**src/rtl/core/mlqt_pkg.sv**
```systemverilog
// Shared types, constants and the encoder decode table for the motor link block.
`timescale 1ns / 1ps
`default_nettype none

package mlqt_pkg;

   // Channel and register widths
   localparam int REQ_TDATA_W = 16;
   localparam int RSP_TDATA_W = 24;
   localparam int QUEUE_DEPTH_DEF = 2;

   // Input kinds carried in req_tuser
   localparam logic [1:0] MODE_ENC  = 2'd0;
   localparam logic [1:0] MODE_TICK = 2'd1;
   localparam logic [1:0] MODE_CMD  = 2'd2;

   // Register indexes
   localparam logic CSR_FRAME_PERIOD = 1'b0;
   localparam logic CSR_TIMEOUT      = 1'b1;

   localparam logic [7:0] FRAME_PERIOD_RST = 8'd20;
   localparam logic [7:0] TIMEOUT_RST      = 8'd50;
   localparam logic [7:0] CMD_CLEAR_FAULT  = 8'h80;
   localparam logic [7:0] REPLY_TIMEOUT    = 8'hFF;
   localparam logic [7:0] STATUS_FAULT     = 8'h80;
   localparam logic [1:0] FAULT_NONE       = 2'd0;
   localparam logic [1:0] FAULT_POWER_ON   = 2'd1;
   localparam logic [1:0] FAULT_TIMEOUT    = 2'd2;
   localparam logic [1:0] BEAT_LAST        = 2'd3;

   typedef enum logic [2:0] {
      PH_FRAME,
      PH_WAIT,
      PH_EARLY,
      PH_LATE,
      PH_DISCARD,
      PH_RESYNC
   } phase_type;

   typedef enum logic [1:0] {
      ENC_NONE,
      ENC_UP,
      ENC_DOWN,
      ENC_MISS
   } enc_act_type;

   // One unit of back-end work: a four-byte report or a single drive update
   typedef struct packed {
      logic        frame;
      logic [15:0] pos;
      logic [7:0]  miss;
      logic [7:0]  status;
      logic [7:0]  duty;
      logic        dir;
   } job_type;

   // Index is {B, A, prev B, prev A}
   function automatic enc_act_type enc_action(input logic [3:0] idx);
      enc_act_type act;
      unique case (idx)
         4'd0:  act = ENC_NONE;
         4'd1:  act = ENC_UP;
         4'd2:  act = ENC_DOWN;
         4'd3:  act = ENC_MISS;
         4'd4:  act = ENC_DOWN;
         4'd5:  act = ENC_NONE;
         4'd6:  act = ENC_MISS;
         4'd7:  act = ENC_UP;
         4'd8:  act = ENC_UP;
         4'd9:  act = ENC_MISS;
         4'd10: act = ENC_NONE;
         4'd11: act = ENC_DOWN;
         4'd12: act = ENC_MISS;
         4'd13: act = ENC_DOWN;
         4'd14: act = ENC_UP;
         default: act = ENC_NONE;
      endcase
      return act;
   endfunction

endpackage

`default_nettype wire

```
**src/rtl/core/mlqt_front.sv**
```systemverilog
// Front end: updates encoder, timer and link state per event; queues report/drive jobs.
`timescale 1ns / 1ps
`default_nettype none

module mlqt_front
   import mlqt_pkg::*;
(
   input  wire logic             clock,
   input  wire logic             reset,
   input  wire logic             req_fire,
   input  wire logic [1:0]       mode,
   input  wire logic             pin_a,
   input  wire logic             pin_b,
   input  wire logic [7:0]       rx_byte,
   input  wire logic             csr_wen,
   input  wire logic             csr_index,
   input  wire logic [7:0]       csr_wdata,
   output logic                  job_push,
   output job_type               job
);

   logic [7:0]  period_ff, timeout_ff;
   logic [15:0] pos_ff, pos_in;
   logic [7:0]  miss_ff, miss_in;
   logic [1:0]  prev_ff, prev_in;
   logic [7:0]  ms_ff, ms_in;
   logic [7:0]  cmd_ff, cmd_in;
   logic [1:0]  fault_ff, fault_in;
   logic [7:0]  rt_ff, rt_in;
   phase_type   phase_ff, phase_in;
   logic [7:0]  held_ff, held_in;
   logic        hv_ff, hv_in;
   logic [7:0]  duty_ff, duty_in;
   logic        dir_ff, dir_in;
   enc_act_type act;

   always_comb begin
      pos_in   = pos_ff;
      miss_in  = miss_ff;
      prev_in  = prev_ff;
      ms_in    = ms_ff;
      cmd_in   = cmd_ff;
      fault_in = fault_ff;
      rt_in    = rt_ff;
      phase_in = phase_ff;
      held_in  = held_ff;
      hv_in    = hv_ff;
      duty_in  = duty_ff;
      dir_in   = dir_ff;
      job_push = 1'b0;
      job      = '0;
      act      = enc_action({pin_b, pin_a, prev_ff});

      if (req_fire) begin
         unique case (mode)
            MODE_ENC: begin
               prev_in = {pin_b, pin_a};
               case (act)
                  ENC_UP:   pos_in  = pos_ff + 16'd1;
                  ENC_DOWN: pos_in  = pos_ff - 16'd1;
                  ENC_MISS: miss_in = miss_ff + 8'd1;
                  default: ;
               endcase
            end
            MODE_TICK: begin
               ms_in = ms_ff + 8'd1;
               case (phase_ff) inside
                  PH_WAIT: begin
                     if (ms_in >= timeout_ff) begin
                        if (fault_ff == FAULT_NONE) fault_in = FAULT_TIMEOUT;
                        rt_in    = REPLY_TIMEOUT;
                        duty_in  = '0;
                        phase_in = PH_DISCARD;
                        job_push = 1'b1;
                        job.dir  = dir_ff;
                     end
                  end
                  PH_EARLY: begin
                     if (ms_in == period_ff) begin
                        ms_in    = '0;
                        phase_in = PH_FRAME;
                     end
                  end
                  PH_LATE, PH_RESYNC: begin
                     ms_in    = '0;
                     phase_in = PH_FRAME;
                  end
                  default: ;
               endcase
            end
            MODE_CMD: begin
               if (phase_ff == PH_WAIT) begin
                  cmd_in   = rx_byte;
                  rt_in    = ms_ff;
                  phase_in = (ms_ff < period_ff) ? PH_EARLY : PH_LATE;
               end else if (phase_ff == PH_DISCARD) begin
                  cmd_in   = '0;
                  phase_in = PH_RESYNC;
               end else if (!hv_ff) begin
                  held_in = rx_byte;
                  hv_in   = 1'b1;
               end
            end
            default: ;
         endcase

         if (phase_in == PH_FRAME) begin
            dir_in  = cmd_in[7];
            duty_in = (fault_in != FAULT_NONE) ? 8'd0 : {cmd_in[6:0], 1'b0};
            if (cmd_in == CMD_CLEAR_FAULT) fault_in = FAULT_NONE;
            job_push   = 1'b1;
            job.frame  = 1'b1;
            job.pos    = pos_in;
            job.miss   = miss_in;
            job.status = (fault_in != FAULT_NONE) ? (STATUS_FAULT | {6'd0, fault_in}) : rt_in;
            job.duty   = duty_in;
            job.dir    = dir_in;
            phase_in   = PH_WAIT;
            // a byte parked outside the wait counts as the command right away
            if (hv_in) begin
               hv_in    = 1'b0;
               cmd_in   = held_in;
               rt_in    = ms_in;
               phase_in = (ms_in < period_ff) ? PH_EARLY : PH_LATE;
            end
         end
      end
   end

   always_ff @(posedge clock) begin
      if (reset) begin
         period_ff  <= FRAME_PERIOD_RST;
         timeout_ff <= TIMEOUT_RST;
         pos_ff     <= '0;
         miss_ff    <= '0;
         prev_ff    <= '0;
         ms_ff      <= '0;
         cmd_ff     <= '0;
         fault_ff   <= FAULT_POWER_ON;
         rt_ff      <= '0;
         phase_ff   <= PH_FRAME;
         hv_ff      <= 1'b0;
         duty_ff    <= '0;
         dir_ff     <= 1'b0;
      end else begin
         if (csr_wen) begin
            unique case (csr_index)
               CSR_FRAME_PERIOD: period_ff  <= csr_wdata;
               CSR_TIMEOUT:      timeout_ff <= csr_wdata;
               default: ;
            endcase
         end
         pos_ff   <= pos_in;
         miss_ff  <= miss_in;
         prev_ff  <= prev_in;
         ms_ff    <= ms_in;
         cmd_ff   <= cmd_in;
         fault_ff <= fault_in;
         rt_ff    <= rt_in;
         phase_ff <= phase_in;
         hv_ff    <= hv_in;
         duty_ff  <= duty_in;
         dir_ff   <= dir_in;
      end
   end

   always_ff @(posedge clock) begin
      held_ff <= held_in;
   end

endmodule

`default_nettype wire

```
**src/rtl/core/mlqt_queue.sv**
```systemverilog
// Small job queue between the front end and the report sender.
`timescale 1ns / 1ps
`default_nettype none

module mlqt_queue
   import mlqt_pkg::*;
#(
   parameter int DEPTH = QUEUE_DEPTH_DEF
)(
   input  wire logic    clock,
   input  wire logic    reset,
   input  wire logic    push,
   input  job_type      push_job,
   input  wire logic    pop,
   output logic         full,
   output logic         head_valid,
   output job_type      head
);

   localparam int PTR_W = (DEPTH > 1) ? $clog2(DEPTH) : 1;
   localparam int CNT_W = $clog2(DEPTH + 1);

   job_type            mem_ff [DEPTH];
   logic [PTR_W-1:0]   wr_ptr_ff, rd_ptr_ff;
   logic [CNT_W-1:0]   count_ff, count_in;

   assign full       = (count_ff == CNT_W'(DEPTH));
   assign head_valid = (count_ff != '0);
   assign head       = mem_ff[rd_ptr_ff];

   always_comb begin
      count_in = count_ff;
      if (push && !pop) count_in = count_ff + CNT_W'(1);
      else if (pop && !push) count_in = count_ff - CNT_W'(1);
   end

   always_ff @(posedge clock) begin
      if (reset) begin
         wr_ptr_ff <= '0;
         rd_ptr_ff <= '0;
         count_ff  <= '0;
      end else begin
         count_ff <= count_in;
         if (push)
            wr_ptr_ff <= (wr_ptr_ff == PTR_W'(DEPTH - 1)) ? '0 : wr_ptr_ff + PTR_W'(1);
         if (pop)
            rd_ptr_ff <= (rd_ptr_ff == PTR_W'(DEPTH - 1)) ? '0 : rd_ptr_ff + PTR_W'(1);
      end
   end

   always_ff @(posedge clock) begin
      if (push) mem_ff[wr_ptr_ff] <= push_job;
   end

endmodule

`default_nettype wire

```
**src/rtl/core/mlqt_back.sv**
```systemverilog
// Back end: expands queued jobs into result transfers through an output register.
`timescale 1ns / 1ps
`default_nettype none

module mlqt_back
   import mlqt_pkg::*;
(
   input  wire logic                   clock,
   input  wire logic                   reset,
   input  wire logic                   head_valid,
   input  job_type                     head,
   output logic                        pop,
   output logic                        rsp_tvalid,
   input  wire logic                   rsp_tready,
   output logic [RSP_TDATA_W-1:0]      rsp_tdata,
   output logic                        rsp_tlast,
   output logic                        rsp_tuser
);

   job_type     job_ff, job_in;
   logic        act_ff, act_in;
   logic [1:0]  beat_ff, beat_in;
   logic        valid_ff, valid_in;
   logic [7:0]  tx_ff, tx_in;
   logic [7:0]  duty_ff, duty_in;
   logic        dir_ff, dir_in;
   logic        last_ff, last_in;
   logic        has_ff, has_in;
   job_type     src;
   logic [1:0]  src_beat;
   logic        load;

   assign load = !valid_ff || rsp_tready;

   always_comb begin
      job_in   = job_ff;
      act_in   = act_ff;
      beat_in  = beat_ff;
      valid_in = valid_ff;
      pop      = 1'b0;
      src      = act_ff ? job_ff : head;
      src_beat = act_ff ? beat_ff : 2'd0;
      tx_in    = tx_ff;
      duty_in  = duty_ff;
      dir_in   = dir_ff;
      last_in  = last_ff;
      has_in   = has_ff;

      if (load) begin
         valid_in = act_ff || head_valid;
         if (!act_ff && head_valid) begin
            pop = 1'b1;
            if (head.frame) begin
               job_in  = head;
               act_in  = 1'b1;
               beat_in = 2'd1;
            end
         end else if (act_ff) begin
            beat_in = beat_ff + 2'd1;
            if (beat_ff == BEAT_LAST) act_in = 1'b0;
         end
         duty_in = src.duty;
         dir_in  = src.dir;
         has_in  = src.frame;
         last_in = src.frame && (src_beat == BEAT_LAST);
         if (!src.frame) begin
            tx_in = '0;
         end else begin
            case (src_beat)
               2'd0:    tx_in = src.pos[7:0];
               2'd1:    tx_in = src.pos[15:8];
               2'd2:    tx_in = src.miss;
               default: tx_in = src.status;
            endcase
         end
      end
   end

   always_ff @(posedge clock) begin
      if (reset) begin
         act_ff   <= 1'b0;
         beat_ff  <= '0;
         valid_ff <= 1'b0;
      end else begin
         act_ff   <= act_in;
         beat_ff  <= beat_in;
         valid_ff <= valid_in;
      end
   end

   always_ff @(posedge clock) begin
      job_ff  <= job_in;
      tx_ff   <= tx_in;
      duty_ff <= duty_in;
      dir_ff  <= dir_in;
      last_ff <= last_in;
      has_ff  <= has_in;
   end

   assign rsp_tvalid = valid_ff;
   assign rsp_tdata  = {7'd0, dir_ff, duty_ff, tx_ff};
   assign rsp_tlast  = last_ff;
   assign rsp_tuser  = has_ff;

endmodule

`default_nettype wire

```
**src/rtl/core/motor_link_with_quadrature_telemetry.sv**
```systemverilog
// Top level of the motor link with quadrature telemetry.
//
//   channel  dir  handshake              payload
//   req_     in   tvalid/tready          tuser: mode; tdata: pin_a, pin_b, rx_byte
//   rsp_     out  tvalid/tready          tuser: has_byte; tlast: last_byte;
//                                        tdata: tx_byte, pwm_duty, reverse
//   csr_     in   wen (no wait)          index 0 frame_period_ms, 1 timeout_ms
//
// The front end handles every input transfer as it is accepted; a frame start queues a
// four-byte report, a timeout one drive update. The back end sends one result per cycle
// while rsp_tready is high, through the single output register. req_tready drops only
// while the job queue is full. Reset is synchronous and leaves a frame start pending:
// the first input transfer, of any kind, also starts a frame.
`timescale 1ns / 1ps
`default_nettype none

module motor_link_with_quadrature_telemetry
   import mlqt_pkg::*;
#(
   parameter int QUEUE_DEPTH = QUEUE_DEPTH_DEF
)(
   input  wire logic                   clock,
   input  wire logic                   reset,
   input  wire logic                   req_tvalid,
   output logic                        req_tready,
   input  wire logic [REQ_TDATA_W-1:0] req_tdata,   // pin_a, pin_b, rx_byte[7:0], pad
   input  wire logic [1:0]             req_tuser,   // mode
   output logic                        rsp_tvalid,
   input  wire logic                   rsp_tready,
   output logic [RSP_TDATA_W-1:0]      rsp_tdata,   // tx_byte, pwm_duty, reverse, pad
   output logic                        rsp_tlast,
   output logic                        rsp_tuser,   // has_byte
   input  wire logic                   csr_wen,
   input  wire logic                   csr_index,
   input  wire logic [7:0]             csr_wdata
);

   logic    req_fire;
   logic    job_push;
   job_type job;
   logic    q_full, q_head_valid, q_pop;
   job_type q_head;

   assign req_tready = !q_full;
   assign req_fire   = req_tvalid && req_tready;

   mlqt_front u_front (
      .clock     (clock),
      .reset     (reset),
      .req_fire  (req_fire),
      .mode      (req_tuser),
      .pin_a     (req_tdata[0]),
      .pin_b     (req_tdata[1]),
      .rx_byte   (req_tdata[9:2]),
      .csr_wen   (csr_wen),
      .csr_index (csr_index),
      .csr_wdata (csr_wdata),
      .job_push  (job_push),
      .job       (job)
   );

   mlqt_queue #(.DEPTH(QUEUE_DEPTH)) u_queue (
      .clock      (clock),
      .reset      (reset),
      .push       (job_push),
      .push_job   (job),
      .pop        (q_pop),
      .full       (q_full),
      .head_valid (q_head_valid),
      .head       (q_head)
   );

   mlqt_back u_back (
      .clock      (clock),
      .reset      (reset),
      .head_valid (q_head_valid),
      .head       (q_head),
      .pop        (q_pop),
      .rsp_tvalid (rsp_tvalid),
      .rsp_tready (rsp_tready),
      .rsp_tdata  (rsp_tdata),
      .rsp_tlast  (rsp_tlast),
      .rsp_tuser  (rsp_tuser)
   );

endmodule

`default_nettype wire

```
**config.mk**
```make
export PLATFORM = sky130hd
export DESIGN_NAME = motor_link_with_quadrature_telemetry
export DESIGN_NICKNAME = d
export VERILOG_FILES = /design/src/rtl/core/mlqt_pkg.sv /design/src/rtl/core/mlqt_front.sv /design/src/rtl/core/mlqt_queue.sv /design/src/rtl/core/mlqt_back.sv /design/src/rtl/core/motor_link_with_quadrature_telemetry.sv
export SDC_FILE = /design/constraint.sdc
export NUM_CORES = 1
export LEC_CHECK = 0
export BUFFER_PORTS_ARGS = -buffer_cell sky130_fd_sc_hd__buf_2
export CAP_MARGIN = 5
export CORE_ASPECT_RATIO = 0.8
export CORE_MARGIN = 1.5
export CORE_UTILIZATION = 65
export CTS_BUF_LIST = sky130_fd_sc_hd__clkbuf_4
export DETAILED_ROUTE_END_ITERATION = 16
export GPL_ROUTABILITY_DRIVEN = 1
export HOLD_SLACK_MARGIN = 0.05
export PLACE_DENSITY = 0.84
export SYNTH_ARGS = -nofsm -noshare
export SYNTH_HDL_FRONTEND = slang
export SYNTH_SLANG_ARGS = --single-unit
```
**constraint.sdc**
```tcl
create_clock -name clock -period 10.9 [get_ports clock]
set_input_delay 0.545 -clock clock [delete_from_list [all_inputs] [get_ports clock]]
set_output_delay 0.545 -clock clock [all_outputs]
set_load 0.03 [all_outputs]
```
Word-level counts from Yosys, hierarchy flattened --
Memories as Yosys holds them, arrays and structs flattened. A register that Yosys moved wholly into a read port is not among the register bits. Cells that the tools add are included.
Operators by class: $add $sub $neg 9, order comparisons 3, equality and inequality tests 18, multiplexer cells 85, bitwise operators 1, reduce and logical (&&, ||, !) cells 29
Operators with widths (count):
- $mux 8 | 25
- $mux 42 | 3
- $pmux 16 s2 | 1
- $mux 2 | 15
- $mux 3 | 10
- $mux 1 | 27
- $pmux 8 s3 | 1
- $add 16x1->16 const B | 1
- $add 8x1->8 const B | 2
- $lt 8x8->1 | 2
- $mux 16 | 1
- $pmux 8 s2 | 1
- $sub 16x1->16 const B | 1
- $eq 2x2->1 const B | 7
- $reduce_and 2->1 | 5
- $reduce_bool 2->1 | 5
- $eq 8x8->1 | 1
- $eq 8x8->1 const B | 1
- $ge 8x8->1 | 1
- $eq 2x1->1 const B | 3
- $eq 3x2->1 const B | 2
- $eq 3x3->1 const B | 2
- $logic_not 2->1 | 3
- $pmux 3 s2 | 1
- other kinds (12) | 24
Word-level totals: register bits after elaboration 149, bits in writable memories 84, ROM bits 32, bits of input ports 32, output and inout bits 28, word-level logic and storage cells 176, memories 2
Memories:
- u_queue.mem_ff | words 2, width 42, rd ports 1, clocked after memory_dff 1, wr ports 1, line mlqt_queue.sv:23 | job_type mem_ff [DEPTH];
- (no name shown) | words 16, width 2, rd ports 1, clocked after memory_dff 0, wr ports 0, line mlqt_pkg.sv:60 | unique case (idx)

Depth between registers and ports, before layout --
depth after elaboration 14, depth in mapped cells 17, gate-level depth less buffers 16

Modules after synthesis --
From an unflattened synthesis, not the netlist that was laid out.
Second synthesis, totals: cells, all modules 1070, area total of the unflattened synthesis 11703.7 um^2
By module, submodules not included:
- mlqt_front | times used 1, cells each 776, area an instance 5972.0 um^2, sequential area each 1701.6 um^2
- mlqt_queue | times used 1, cells each 153, area an instance 3240.6 um^2, sequential area each 2622.5 um^2
- mlqt_back | times used 1, cells each 139, area an instance 2481.1 um^2, sequential area each 1881.8 um^2
- motor_link_with_quadrature_telemetry | times used 1, cells each 2, area an instance 10.0 um^2, sequential area each 0.0 um^2

Worst setup path before layout --
OpenSTA, ideal clock, no wires.
kind register -> register, start reg u_front.ms_ff[0], end mem u_queue.mem_ff[0][0] (netlist bit), enable pin, library setup time 444 ps, arrival time 4469 ps, data required time 10456 ps, path slack 5987 ps, stages on the path, launching flop included 11, buffers on the path 1, clock period less this slack 4913 ps, cells stage by stage dfxtp_1 > inv_1 > ha_1 > or4b_1 > nor4_2 > nand4_2 > o31ai_4 > and4bb_1 > buf_4 > o21a_1 > nor2b_1
Between the ends: word-level cells in the longest chain between the ends 12, elaborated cells between the ends (all ways) 20, classes of those cells add/sub: 1; order compare: 2; eq/ne: 1; mux: 15; reduce/logical: 1
Ends and longest elaborated chain:
- start, declared | line mlqt_front.sv:26 | logic [7:0] ms_ff, ms_in;
- start signal, assigned | line mlqt_front.sv:156 | ms_ff <= ms_in;
- parallel branches: the longest is 8 deep, another holds $add 8x1->8
- $mux 1 * | line mlqt_front.sv:107 | if (phase_in == PH_FRAME) begin
- $mux 1 * | line mlqt_front.sv:54 | if (req_fire) begin
- net job_push | line motor_link_with_quadrature_telemetry.sv:39 | logic job_push;
- $mux 1 * | line mlqt_queue.sv:52 | if (push) mem_ff[wr_ptr_ff] <= push_job;
- $mux 1 (not written as such) * | line mlqt_queue.sv:52
- end, declared | line mlqt_queue.sv:23
Mark *: on every way through the listed nets, which the timed path passes. The select of a mux whose other input is x is not followed.

Worst setup path in the final report --
start reg u_front.ms_ff[1], end reg u_queue.count_ff[1]
Between the ends: word-level cells in the longest chain between the ends 13, elaborated cells between the ends (all ways) 23, classes of those cells add/sub: 1; order compare: 2; eq/ne: 1; mux: 14; reduce/logical: 5
Ends and longest elaborated chain:
- parallel branches: the longest is 8 deep, another holds $add 8x1->8
- $mux 1 * | line mlqt_front.sv:107
- $mux 1 * | line mlqt_front.sv:54
- net job_push | line motor_link_with_quadrature_telemetry.sv:39
- $logic_not 1->1 | line mlqt_queue.sv:34 | else if (pop && !push) count_in = count_ff - CNT_W'(1);
- $logic_and 1x1->1 | line mlqt_queue.sv:34
- $reduce_bool 2->1 (no source line)
- end signal, assigned | line mlqt_queue.sv:43 | count_ff <= count_in;
- end, declared | line mlqt_queue.sv:25 | logic [CNT_W-1:0] count_ff, count_in;
Marks and branches as above. A chain may end at the register's enable or synchronous reset.

==> results.toml <==
[critical_path]
end_kind = "flop"
path_class = "reg -> reg"
worstPathRequired_ns = 11.47
crit_fanout = 7
reg2reg_depth = 15
startpoint = "u_front.ms_ff[1]"
reg2reg_from = "u_front.ms_ff[1]"
worst_setup_path_start_kind = "flop"
crit_arrival_ns = 5.65

[clock_tree]
cts-htree-levels = 2
insertion_delay_ns = 0.67
clkTransAtPathRegs_ns = 0.08
clockBufferDepth = 3
hold_buffers = 0
cts_buffers = 54
cts_resized = 0
cts_setup_buffers = 0
cts_tree = "yes"
root_buffer = "clkbuf_4"
cts.sinks = 230

[placed_design]
finalWeightedCongestion = 0.874
hpwl_mm = 16.5
placed_cell_area_mm2 = 0.0119
dp_slack_ns = 5.95
portBuffers = 45

[synth]
synth_warnings = 0
synth_edf_count = 148
synth_top_area_frac = 0.382
synth_cell_types = 73
syn_area_mm2 = 0.0116
avgSynthCellArea_um2 = 11.0
ys_top_cells_by_area = "edfxtp_1, dfxtp_1, mux2_2"
yosysSeqAreaShare = 0.523
synth-async-reset-ratio = 0
synthCells = 1061
ys.flop_type = "edfxtp_1"
synth_area_leader_cell = "edfxtp_1"
ys_seq_elements = 230

[route]
drt_first_iter_violations = 876
num_vias = 8444
drtPass1Iterations = 5
routed_wl_mm = 25.3
wire_per_inst_um = 18.3
route.detailed.drc = 0
viasPerCell = 6.11
drtAntennaViolNets = 0

[grt]
grt_pass1_wl_mm = 40.8
grt_overflow = 0
antenna_found_initial = 1
grt_pass1_vias = 8299
grt_max_degree = 88
grt.total_usage = 0.273

[hold_path]
worstHoldStart = "csr_wdata[2]"
hold_depth = 2
hp-class = "in -> reg"

[timing]
clock.fmax_mhz = 197
tightest_slew_ns = 1.14
skew_ns = 0.0413
setup_viol = 0
slew_viol_final = 0
tns_ns = 0
period_share = 0.467
hold_viol = 0
maxSlewHeadroom = 0.219
grt_setup_unrepaired = "no"
setup_ws_ns = 5.81
timing.final.crit_period_ns = 5.09
timing.hold.ws_ns = 0.111

[layout]
area_delta_synth_final_pct = 9.06
drive_gt1_frac = 0.207
nNetsFinal = 1190
stdcell_area_mm2 = 0.0127

[pwr]
p_sw_frac = 0.332
combPwrFrac = 0.271
peakVddDrop_uv = 94.9
powerDensity_mw_per_mm2 = 211
p_leak_nw = 4.71
p_int_mw = 1.79
clkPwrFrac = 0.270
p_sw_uw = 887
p_seq_frac = 0.459

[outcome]
status = "finished clean"

[floorplan]
die_x_um = 153
io_pins = 60
start_util = 0.667
die_y_um = 123
placementRows = 43
coreArea_mm2 = 0.0174
dieArea_mm2 = 0.0187

[job]
drv_cap = 0
## through the flow
stage | utilization | power (mW) | std cells
after global routing | 0.728 | 2.80 | 1383
after global placement | 0.685 | 1.93 | 1280
after floorplan | - | 1.77 | 1068
final | 0.728 | 2.68 | 1383
after CTS | 0.728 | 2.68 | 1382
after detailed placement | 0.685 | 1.96 | 1280
## sequential cells by signal, indices dropped and copies added (netlist names), 2 cells and up, named ones only
name,count
u_queue.mem_ff,82
u_back.job_ff,40
u_front.pos_ff,16
u_back.tx_ff,8
u_front.cmd_ff,8
u_front.held_ff,8
u_front.miss_ff,8
u_front.ms_ff,8
u_front.period_ff,8
u_front.rt_ff,8
u_front.timeout_ff,8
u_back.duty_ff,7
u_front.phase_ff,3
u_back.beat_ff,2
u_front.fault_ff,2
u_front.prev_ff,2
u_queue.count_ff,2
## critical path, stage by stage (launching register included)
cell and delay, ns:
dfxtp_1 0.53, ha_1 0.25, nand3_1 0.14, xnor2_1 0.33, inv_1 0.08, ha_1 0.32, a21oi_1 0.18, nor2b_1 0.08
a2111oi_0 0.44, o21ai_1 0.28, a2111oi_1 0.78, and4bb_1 0.41, o21a_1 0.28, ha_1 0.36, or3_1 0.38, a21oi_1 0.17
## layout make-up
cell class                 instances  area (µm²)
sequential                       230        6090
multi-input combinational        730        5130
fill                            1210        4750
clock buffer                      92         691
timing repair buffer              53         285
tap                              225         282
inverter                          42         158
clock inverter                    10        46.3
antenna                            1        2.50
## kinds of logic after synthesis
| kind of cell | Yosys count | share of synthesized area |
|---|---|---|
| AND/OR/NAND/NOR | 332 | 0.142 |
| flip-flops | 230 | 0.523 |
| AO/OA/AOI/OAI | 223 | 0.134 |
| buffers and inverters | 108 | 0.0389 |
| multiplexers | 71 | 0.0691 |
| XOR/XNOR | 49 | 0.0416 |
| adder cells (fa/ha/maj) | 47 | 0.0512 |
| other | 1 | 0.000322 |
## cells in the mapped netlist (all sizes together), types with 10 or more instances
cell	n
nand4	14
nand3b	19
o21ai	26
a21oi	71
o211ai	11
dfxtp	82
xor2	18
xnor2	27
nand2b	13
ha	46
nand2	113
a211oi	17
nand3	26
nor3	10
clkbuf	52
inv	41
a211o	13
mux2	64
edfxtp	148
nor2	81
nor2b	19
buf	14
## power by group through the flow
stage / Combinational [mW] / Sequential [mW] / Clock [mW]
final: 0.725 / 1.23 / 0.722
after global placement: 0.692 / 1.23 / 0
after floorplan: 0.498 / 1.27 / 0
after detailed placement: 0.715 / 1.25 / 0
after global routing: 0.783 / 1.24 / 0.777
after CTS: 0.721 / 1.23 / 0.733
## routing by layer
metal,part of all wire,GRT usage
met1,0.44,0.364
met2,0.47,0.447
met3,0.071,0.0544
met4,0.020,0.0998
met5,0,0
## path summary, 6_finish.rpt
path                          end  slack [ns]
max reg2reg   u_queue.count_ff[1]        5.81
min          u_front.period_ff[2]        0.11
max           u_queue.count_ff[1]        5.81
min reg2reg  u_front.period_ff[3]        0.46
## cell usage in the layout, fill, tap and decap left out, types with 11 or more instances in the layout
| cell type | count |
|---|---|
| ha_1 | 46 |
| o211ai_1 | 11 |
| nor2_1 | 80 |
| nand3_1 | 25 |
| buf_2 | 45 |
| dfxtp_1 | 82 |
| nand2b_1 | 13 |
| nand4_1 | 13 |
| a21oi_1 | 60 |
| a21oi_2 | 11 |
| xor2_1 | 18 |
| o21ai_0 | 24 |
| nand3b_1 | 19 |
| nor2b_1 | 18 |
| inv_1 | 39 |
| xnor2_1 | 27 |
| a211oi_1 | 17 |
| clkbuf_4 | 92 |
| nand2_1 | 113 |
| a211o_1 | 13 |
| edfxtp_1 | 148 |
| mux2_2 | 63 |
Note: power is estimated with default switching activity, not from simulation.
